===== config.mk =====
export PLATFORM = sky130hd
export DESIGN_NAME = binary_to_decimal_ascii_digits_top_flat
export DESIGN_NICKNAME = d
export VERILOG_FILES = /design/src/rtl/core/b2d_pkg.sv /design/src/rtl/core/b2d_in_if.sv /design/src/rtl/core/b2d_out_if.sv /design/src/rtl/core/binary_to_decimal_ascii_digits_top.sv /design/src/rtl/core/b2d_dabble.sv /design/src/rtl/core/b2d_emit.sv /design/src/flat_wrapper.sv
export SDC_FILE = /design/constraint.sdc
export NUM_CORES = 1
export LEC_CHECK = 0
export ABC_CLOCK_PERIOD_IN_PS = 3900
export BUFFER_PORTS_ARGS = -buffer_cell sky130_fd_sc_hd__buf_2
export CAP_MARGIN = 10
export CORE_AREA = 2 2 136 138
export CTS_BUF_LIST = sky130_fd_sc_hd__clkbuf_2
export DETAILED_ROUTE_END_ITERATION = 10
export DIE_AREA = 0 0 138 140
export GPL_TIMING_DRIVEN = 1
export PLACE_DENSITY = 0.46
export SLEW_MARGIN = 10
export SYNTH_ARGS = -nofsm -noshare
export SYNTH_HDL_FRONTEND = slang
export SYNTH_SLANG_ARGS = --single-unit

===== constraint.sdc =====
create_clock -name i_clk -period 3.9 [get_ports i_clk]
set_input_delay 0.78 -clock i_clk [delete_from_list [all_inputs] [get_ports i_clk]]
set_output_delay 0.78 -clock i_clk [all_outputs]
set_load 0.02 [all_outputs]

===== src/rtl/core/b2d_pkg.sv =====
package b2d_pkg;

    localparam int VALUE_W    = 32;
    localparam int NUM_DIGITS = 10;
    localparam int DIGIT_W    = 4;
    localparam int CHAR_W     = 6;
    localparam int BIT_CNT_W  = $clog2(VALUE_W);
    localparam int DIG_CNT_W  = $clog2(NUM_DIGITS + 1);
    localparam int DIG_IDX_W  = $clog2(NUM_DIGITS);

    localparam logic [CHAR_W-1:0]    ASCII_ZERO = CHAR_W'(48);
    localparam logic [DIGIT_W-1:0]   DIGIT_MAX  = DIGIT_W'(9);
    localparam logic [BIT_CNT_W-1:0] LAST_BIT   = BIT_CNT_W'(VALUE_W - 1);

    // Packed BCD word, digit 0 is the least significant.
    typedef logic [NUM_DIGITS-1:0][DIGIT_W-1:0] t_bcd;

    // Finished conversion handed from the converter to the emitter.
    typedef struct packed {
        logic valid;
        t_bcd digits;
    } t_conv_out;

    typedef enum logic [1:0] {
        ST_IDLE,
        ST_RUN,
        ST_DONE
    } t_conv_state;

endpackage


===== src/rtl/core/b2d_in_if.sv =====
interface b2d_in_if
    import b2d_pkg::*;
();
    logic               valid;
    logic               ready;
    logic [VALUE_W-1:0] value;

    modport source (output valid, output value, input ready);
    modport sink   (input valid, input value, output ready);
endinterface


===== src/rtl/core/b2d_out_if.sv =====
interface b2d_out_if
    import b2d_pkg::*;
();
    logic              valid;
    logic              ready;
    logic [CHAR_W-1:0] digit_char;
    logic              last_digit;

    modport source (output valid, output digit_char, output last_digit, input ready);
    modport sink   (input valid, input digit_char, input last_digit, output ready);
endinterface


===== src/rtl/core/binary_to_decimal_ascii_digits_top.sv =====
// An accepted word passes through the converter, then is loaded into the emitter, which sends its digits.
// A run holds 1 to 10 digit words, one per cycle while the output is ready.
// The converter takes no new word until its 32-step bit-serial shift-and-add-3 loop
// is done and the emitter has taken the result; it converts while the emitter sends.
// Reset is synchronous and active low; it empties the converter and the emitter.
module binary_to_decimal_ascii_digits_top
    import b2d_pkg::*;
(
    input  logic      i_clk,
    input  logic      i_rst_n,
    b2d_in_if.sink    i_in,
    b2d_out_if.source o_out
);

    t_conv_out conv;
    logic      conv_ready;

    b2d_dabble u_dabble (
        .i_clk        (i_clk),
        .i_rst_n      (i_rst_n),
        .i_in         (i_in),
        .o_conv       (conv),
        .i_conv_ready (conv_ready)
    );

    b2d_emit u_emit (
        .i_clk        (i_clk),
        .i_rst_n      (i_rst_n),
        .i_conv       (conv),
        .o_conv_ready (conv_ready),
        .o_out        (o_out)
    );

endmodule


===== src/rtl/core/b2d_dabble.sv =====
module b2d_dabble
    import b2d_pkg::*;
(
    input  logic      i_clk,
    input  logic      i_rst_n,
    b2d_in_if.sink    i_in,
    output t_conv_out o_conv,
    input  logic      i_conv_ready
);

    t_conv_state                  r_state, n_state;
    logic [VALUE_W-1:0]           r_bin, n_bin;
    t_bcd                         r_bcd, n_bcd;
    logic [BIT_CNT_W-1:0]         r_cnt, n_cnt;
    t_bcd                         adj;
    logic [NUM_DIGITS*DIGIT_W-1:0] adj_bits;

    always_ff @(posedge i_clk) begin
        if (!i_rst_n) begin
            r_state <= ST_IDLE;
            r_cnt   <= '0;
        end else begin
            r_state <= n_state;
            r_cnt   <= n_cnt;
        end
    end

    always_ff @(posedge i_clk) begin
        r_bin <= n_bin;
        r_bcd <= n_bcd;
    end

    // Every digit of five or more gets three added before the shift, so that
    // doubling carries correctly into the next decimal digit.
    always_comb begin
        for (int k = 0; k < NUM_DIGITS; k++) begin
            adj[k] = (r_bcd[k] >= DIGIT_W'(5)) ? r_bcd[k] + DIGIT_W'(3) : r_bcd[k];
        end
    end

    // Flat view of the adjusted digits, so the shift works across digit boundaries.
    assign adj_bits = adj;

    always_comb begin
        n_state = r_state;
        n_bin   = r_bin;
        n_bcd   = r_bcd;
        n_cnt   = r_cnt;
        unique case (r_state)
            ST_IDLE: begin
                if (i_in.valid) begin
                    n_bin   = i_in.value;
                    n_bcd   = '0;
                    n_cnt   = '0;
                    n_state = ST_RUN;
                end
            end
            ST_RUN: begin
                n_bcd = t_bcd'({adj_bits[NUM_DIGITS*DIGIT_W-2:0], r_bin[VALUE_W-1]});
                n_bin = {r_bin[VALUE_W-2:0], 1'b0};
                n_cnt = r_cnt + BIT_CNT_W'(1);
                if (r_cnt == LAST_BIT) begin
                    n_state = ST_DONE;
                end
            end
            ST_DONE: begin
                if (i_conv_ready) begin
                    n_state = ST_IDLE;
                end
            end
            default: n_state = ST_IDLE;
        endcase
    end

    assign i_in.ready    = (r_state == ST_IDLE);
    assign o_conv.valid  = (r_state == ST_DONE);
    assign o_conv.digits = r_bcd;

    a_start_clean: assert property (@(posedge i_clk) disable iff (!i_rst_n)
        (i_in.valid && i_in.ready) |=> (r_state == ST_RUN && r_cnt == '0))
        else $error("conversion did not start from bit zero");

    a_run_length: assert property (@(posedge i_clk) disable iff (!i_rst_n)
        (r_state == ST_RUN && r_cnt == LAST_BIT) |=> (r_state == ST_DONE))
        else $error("conversion did not finish after the last bit");

endmodule


===== src/rtl/core/b2d_emit.sv =====
module b2d_emit
    import b2d_pkg::*;
(
    input  logic      i_clk,
    input  logic      i_rst_n,
    input  t_conv_out i_conv,
    output logic      o_conv_ready,
    b2d_out_if.source o_out
);

    t_bcd                 r_digits;
    logic [DIG_CNT_W-1:0] r_cnt, n_cnt;
    logic [DIG_CNT_W-1:0] sig_cnt;
    logic [DIG_IDX_W-1:0] sel_idx;
    logic [DIGIT_W-1:0]   sel_digit;
    logic                 load;
    logic                 out_fire;

    // Number of significant digits; zero still shows one digit.
    always_comb begin
        sig_cnt = DIG_CNT_W'(1);
        for (int k = 1; k < NUM_DIGITS; k++) begin
            if (i_conv.digits[k] != '0) begin
                sig_cnt = DIG_CNT_W'(k + 1);
            end
        end
    end

    assign out_fire     = o_out.valid && o_out.ready;
    assign o_conv_ready = (r_cnt == '0) || (r_cnt == DIG_CNT_W'(1) && o_out.ready);
    assign load         = i_conv.valid && o_conv_ready;

    always_comb begin
        n_cnt = r_cnt;
        if (load) begin
            n_cnt = sig_cnt;
        end else if (out_fire) begin
            n_cnt = r_cnt - DIG_CNT_W'(1);
        end
    end

    always_ff @(posedge i_clk) begin
        if (!i_rst_n) begin
            r_cnt <= '0;
        end else begin
            r_cnt <= n_cnt;
        end
    end

    always_ff @(posedge i_clk) begin
        if (load) begin
            r_digits <= i_conv.digits;
        end
    end

    // The remaining count points at the next digit to send, most significant first.
    assign sel_idx   = (r_cnt == '0) ? '0 : DIG_IDX_W'(r_cnt - DIG_CNT_W'(1));
    assign sel_digit = r_digits[sel_idx];

    assign o_out.valid      = (r_cnt != '0);
    assign o_out.digit_char = ASCII_ZERO + CHAR_W'(sel_digit);
    assign o_out.last_digit = (r_cnt == DIG_CNT_W'(1));

    a_cnt_range: assert property (@(posedge i_clk) disable iff (!i_rst_n)
        r_cnt <= DIG_CNT_W'(NUM_DIGITS))
        else $error("digit count out of range");

    a_digit_decimal: assert property (@(posedge i_clk) disable iff (!i_rst_n)
        o_out.valid |-> (sel_digit <= DIGIT_MAX))
        else $error("non-decimal digit presented");

    a_run_ends: assert property (@(posedge i_clk) disable iff (!i_rst_n)
        (out_fire && o_out.last_digit && !i_conv.valid) |=> (r_cnt == '0))
        else $error("digits left over after the last digit");

endmodule

===== src/flat_wrapper.sv =====
// flat-port wrapper written by rule: the top's interface ports become plain ports
module binary_to_decimal_ascii_digits_top_flat import b2d_pkg::*;
  (i_clk, i_rst_n, i_in_valid, i_in_value, i_in_ready, o_out_valid, o_out_digit_char, o_out_last_digit, o_out_ready);
  b2d_in_if i_in_i ();
  b2d_out_if o_out_i ();
  input  logic i_clk;
  input  logic i_rst_n;
  input wire logic [$bits(i_in_i.valid)-1:0] i_in_valid;
  input wire logic [$bits(i_in_i.value)-1:0] i_in_value;
  output wire logic [$bits(i_in_i.ready)-1:0] i_in_ready;
  output wire logic [$bits(o_out_i.valid)-1:0] o_out_valid;
  output wire logic [$bits(o_out_i.digit_char)-1:0] o_out_digit_char;
  output wire logic [$bits(o_out_i.last_digit)-1:0] o_out_last_digit;
  input wire logic [$bits(o_out_i.ready)-1:0] o_out_ready;
  assign i_in_i.valid = i_in_valid;
  assign i_in_i.value = i_in_value;
  assign i_in_ready = i_in_i.ready;
  assign o_out_valid = o_out_i.valid;
  assign o_out_digit_char = o_out_i.digit_char;
  assign o_out_last_digit = o_out_i.last_digit;
  assign o_out_i.ready = o_out_ready;
  binary_to_decimal_ascii_digits_top u_core (.i_clk(i_clk), .i_rst_n(i_rst_n), .i_in(i_in_i), .o_out(o_out_i));
endmodule

### Word level (Yosys, flattened, before mapping)

Index checks and enable logic that the tools add are counted.
W data, S select, Z words.

* register bits: 123
* bits of input ports: 36
* output and inout port bits: 9
* logic and storage cells: 109

* $add $sub $neg: 13
* order comparisons: 11
* equal/unequal tests: 7
* muxes and demuxes: 34
* reduce and logical (&&, ||, !) cells: 20

Operators by type and width (count)
* $mux W4: 21
* $pmux W40 S2: 1
* $pmux W32 S2: 1
* $ge A4 B3 Y1 const B: 10
* $mux W40: 1
* $reduce_bool A4 Y1: 10
* $add A4 B2 Y4 const B: 9
* $mux W32: 1
* $bmux W4 S4: 1
* $pmux W5 S2: 1
* $mux W2: 4
* $add A5 B5 Y6 const A: 1
* $pmux W2 S3: 1
* $add A5 B1 Y5 const B: 1
* $eq A5 B5 Y1 const B: 1
* $lt A4 B5 Y1 const B: 1
* $mux W5: 1
* $eq A4 B1 Y1 const B: 1
* $logic_not A4 Y1: 1
* $ne A2 B2 Y1 const B: 2
* $reduce_bool A2 Y1: 2
* $sub A4 B1 Y4 const B: 1
* $add A3 B2 Y3 const B: 1
* $logic_and A1 B1 Y1: 3
* other kinds (8): 8

### Longest topological paths before layout

* depth in word-level cells: 11
* gate-level depth with buffers: 9
* mapped depth without buffers: 8

### By module

From an unflattened synthesis, not the netlist that was laid out.

* cell total of the unflattened synthesis: 579
* area total of the unflattened synthesis: 6244.7 µm²

By module, submodules not included
* b2d_dabble: times used 1, cells each 406, area each 4060.1 µm², sequential area each 2302.2 µm²
* b2d_emit: times used 1, cells each 173, area each 2184.6 µm², sequential area each 1281.2 µm²

### Least setup slack after synthesis

OpenSTA, ideal clock, no wires.

* path kind: register to output
* start: register u_core.u_emit.r_cnt[0]
* end: output o_out_digit_char[2]
* arrival time: 2.301 ns
* data required time: 3.120 ns
* setup slack: 0.819 ns
* cell stages (with the launch flop): 9
* buffers on the path: 1
* path through: dfxtp_1 inv_1 ha_1 buf_6 nor3b_4 nor2_4 mux2i_1 a22o_1 o32ai_1

* word-level cells in the longest chain between the ends: 5
* elaborated cells on any way between the ends: 6
* classes of those cells: add/sub (2); mux (3); reduce/logical (1)

Ends and longest elaborated chain
* start, declared: RTL line b2d_emit.sv:12 `logic [DIG_CNT_W-1:0] r_cnt, n_cnt;`
* start signal, assigned: RTL line b2d_emit.sv:46 `r_cnt <= n_cnt;`
* $sub A4 B1 Y4 or $logic_not A4 Y1 (tied branches): RTL line b2d_emit.sv:57 `assign sel_idx = (r_cnt == '0) ? '0 : DIG_IDX_W'(r_cnt - DIG_CNT_W'(1));`
* $mux W4 (*): RTL line b2d_emit.sv:57
* $bmux W4 S4 (*): RTL line b2d_emit.sv:58 `assign sel_digit = r_digits[sel_idx];`
* $mux W4 (not written as such) (*): RTL line b2d_emit.sv:58
* $add A5 B5 Y6 (*): RTL line b2d_emit.sv:61 `assign o_out.digit_char = ASCII_ZERO + CHAR_W'(sel_digit);`
* end, declared: RTL line flat_wrapper.sv:12 `output wire logic [$bits(o_out_i.digit_char)-1:0] o_out_digit_char;`

Mark *: on every way between the ends. The rest lies on a longest branch, timed or not. The select of a mux whose other input is x is not followed.

### Worst setup path after layout

* start: register u_core.u_emit.r_cnt[0]
* end: output o_out_digit_char[3]

The elaborated chain is that of the path after synthesis.

==> flow_summary_export.csv <==
group,metric,value,unit
power_and_ir_drop,p_leak,2.671,nW
floorplanning,die_h,140,um
route,via_count,4065,
power_and_ir_drop,clock_power_share,0.249,
timing,fmax,276.7,MHz
clock_tree,cts_sinks,123,
timing,skew,0.02317,ns
yosys,synth_edf_count,112,
yosys,syn-instance-count,568,
setup_path,startpoint_type,"flip-flop",
global_route,grt_util_all_layers,0.1372,
power_and_ir_drop,p_comb_frac,0.327,
power_and_ir_drop,pwr_density_cell,572.9,mW/mm^2
timing,fin_tns_setup,0,ns
final_layout,fin_nets,678,
floorplanning,start_util,0.3441,
job,max_cap_violations,0,
power_and_ir_drop,p_sw,0.001378,W
global_route,use_met2,0.2066,
setup_path,critical_path_arrival,2.83,ns
route,wl,12540,um
final_layout,drive_gt1_frac,0.1553,
yosys,syn_area,0.006117,mm^2
placement,numPortBuffers,42,
global_route,grt_util_met1,0.1913,
setup_path,endpoint_kind,"primary output",
global_route,gr-total-overflow,0,
yosys,synth.distinct_cells,56,
route,vias_per_cell,4.716,
global_route,antenna_found_initial,1,
floorplanning,die_area,0.01932,mm^2
clock_tree,cts_tree,"yes",
route,drt_first_iter_violations,253,
final_layout,n_fill_cell,1771,
yosys,synth_flop_cell,"edfxtp_1",
timing,period_needed,3.613,ns
route,drtAntennaViolNets,0,
power_and_ir_drop,p_sw_frac,0.3473,
route,drc_errors,0,
global_route,grt_pass1_wl,21020,um
floorplanning,rows,49,
yosys,yosys_warnings,0,
final_layout,stdcell_area,0.006924,mm^2
global_route,grtUsageMet3,0.03521,
timing,rsz0062_at_grt,"false",
floorplanning,die_w,138,um
timing,relSlewSlack,0.3914,
setup_path,crit_type,"flip-flop to primary output",
clock_tree,clockRootBuffer,"clkbuf_2",
timing,final-max-slew-violation-count,0,
timing,finalSetupViolCount,0,
placement,post_dp_cell_area,0.006566,mm^2
floorplanning,ios,45,
yosys,synthArstFlopShare,0,
clock_tree,clk_latency,0.66,ns
worst_hold_path,hp-class,"primary input to flip-flop",
placement,gp_congestion,0.7766,
route,dr.pass1.iters,6,
clock_tree,cts_buffers,17,
clock_tree,clock_tree.buffer_depth,2,
floorplanning,core-area,0.01778,mm^2
final_layout,layout_commonest_cell,"nand2_1",
setup_path,crit_fanout,12,
global_route,grt_pass1_vias,4082,
yosys,syn_avg_cell_area,10.77,um^2
placement,dpl.hpwl,8682,um
power_and_ir_drop,ir_worst_vdd,0.4667,mV
setup_path,worstPathRequired,3.12,ns
timing,final-hold-violation-count,0,
timing,fin_crit_sh,0.9265,
final_layout,final_cell_mix,"125 x nand2_1, 112 x edfxtp_1, 48 x nor2_1, 42 x buf_2, 36 x a21oi_1",
clock_tree,htree_levels,4,
final_layout,syn_to_final_growth,13.19,%
power_and_ir_drop,seqPwrFrac,0.424,
clock_tree,clkTransAtPathRegs,0.20,ns
global_route,grt_max_degree,44,
global_route,top_usage_layer,"met2",
yosys,yosysSeqAreaShare,0.5858,
route,avgRoutedWirePerCell,14.55,um
power_and_ir_drop,p_int,0.002589,W
outcome,status,"finished clean",
yosys,ys_ff_latch,123,
timing,tightest_slew,0.9128,ns
per-stage QoR:
step	hold WS [ns]	total power, W	setup WS (ns)	std cells	utilization
final	0.3653	0.003967	0.2866	862	0.3894
after global routing	0.2478	0.004235	0.02133	862	0.3894
after CTS	0.2571	0.003943	0.01278	857	0.3868
after detailed placement	0.4742	0.002925	0.7451	825	0.3693
after global placement	0.4798	0.002906	0.8005	825	0.3693
after floorplan	0.4503	0.002626	0.8190	569	-
synthesized netlist by cell type, types with 3 or more instances:
cell type | n | area, um^2
nor3_1 | 14 | 70.07
clkbuf_1 | 13 | 48.80
edfxtp_1 | 112 | 3363
o21ai_0 | 20 | 100.1
xnor2_1 | 11 | 96.34
nor2_1 | 49 | 183.9
dfxtp_1 | 11 | 220.2
or3b_1 | 3 | 26.28
buf_4 | 4 | 30.03
nand2b_1 | 15 | 93.84
nor2b_1 | 6 | 37.54
mux2i_1 | 15 | 150.1
o21ai_1 | 5 | 25.02
and2_1 | 7 | 43.79
nand3_1 | 4 | 20.02
inv_1 | 26 | 97.59
nor3b_1 | 7 | 52.55
o21a_1 | 4 | 30.03
nand2_1 | 125 | 469.2
a21oi_1 | 36 | 180.2
ha_1 | 24 | 300.3
xor2_1 | 9 | 78.83
o22ai_1 | 4 | 25.02
a22oi_1 | 3 | 22.52
flip-flops by register name, indices dropped and copies added (netlist names):
signal and count:
u_core.u_emit.r_cnt 4, u_core.u_dabble.r_cnt 5, u_core.u_dabble.r_state 2, u_core.u_dabble.r_bin 32, u_core.u_dabble.o_conv 40, u_core.u_emit.r_digits 40
critical path: stages, from the launching register on:
cell and delay [ns]:
dfxtp_1 0.37, inv_1 0.13, ha_4 0.23, nor3b_4 0.15, buf_4 0.19, buf_4 0.15, nor2_2 0.13, nor2_1 0.08
a22o_1 0.22, o32ai_1 0.31, buf_2 0.23
final cells by class:
| cell class | instances | area, um^2 | area share |
|---|---|---|---|
| multi-input combinational | 397 | 2351 | 0.3395 |
| antenna | 2 | 5.005 | 0.0007228 |
| sequential | 123 | 3585 | 0.5177 |
| clock buffer | 17 | 85.08 | 0.01229 |
| clock inverter | 15 | 222.7 | 0.03216 |
| timing repair buffer | 52 | 285.3 | 0.04120 |
| inverter | 27 | 103.9 | 0.01500 |
| tap | 229 | 286.5 | 0.04138 |
cells by family (layout without fill, tap and decap cells):
family	count (synthesis)	count (layout)	share of synthesized area
AND/OR/NAND/NOR	241	241	0.1802
flip-flops	123	123	0.5858
AO/OA/AOI/OAI	93	93	0.09266
buffers and inverters	49	111	0.03477
adder cells (fa/ha/maj)	24	24	0.04909
XOR/XNOR	20	20	0.02864
multiplexers	17	17	0.02823
other	1	4	0.0006130
per-layer routing:
metal,share of wire,wire (um),vias to the layer above
met2,0.45,5608,66
met3,0.034,425,6
met5,0,0,-
met1,0.51,6388,1909
li1,-,-,2084
met4,0.0096,120,0
final timing paths:
check	start	end	depth (start not counted)	slack (ns)
worst max register to register	u_core.u_emit.r_cnt[0]	u_core.u_emit.r_cnt[1]	9	1.54
worst min register to register	u_core.u_emit.r_cnt[1]	u_core.u_emit.r_cnt[1]	2	0.50
worst min-delay path	i_in_value[3]	u_core.u_dabble.r_bin[3]	3	0.37
worst max-delay path	u_core.u_emit.r_cnt[0]	o_out_digit_char[3]	10	0.29
power groups by stage:
stage / clock (W) / sequential, W / combinational, W
floorplan: 0 / 0.00167 / 0.000953
global placement: 0 / 0.00171 / 0.00120
detailed placement: 0 / 0.00171 / 0.00121
CTS: 0.00103 / 0.00168 / 0.00123
global route: 0.00108 / 0.00170 / 0.00145
finish: 0.000989 / 0.00168 / 0.00130
repair_timing:
| action | in CTS | in global routing |
|---|---|---|
| setup endpoints to repair | 2 | 4 |
| hold endpoints to repair | 0 | 0 |
| hold buffers | 0 | 0 |
| gates resized for setup | 1 | 5 |
| setup buffers | 0 | 3 |
No activity file was read; power rests on OpenSTA's default activity.
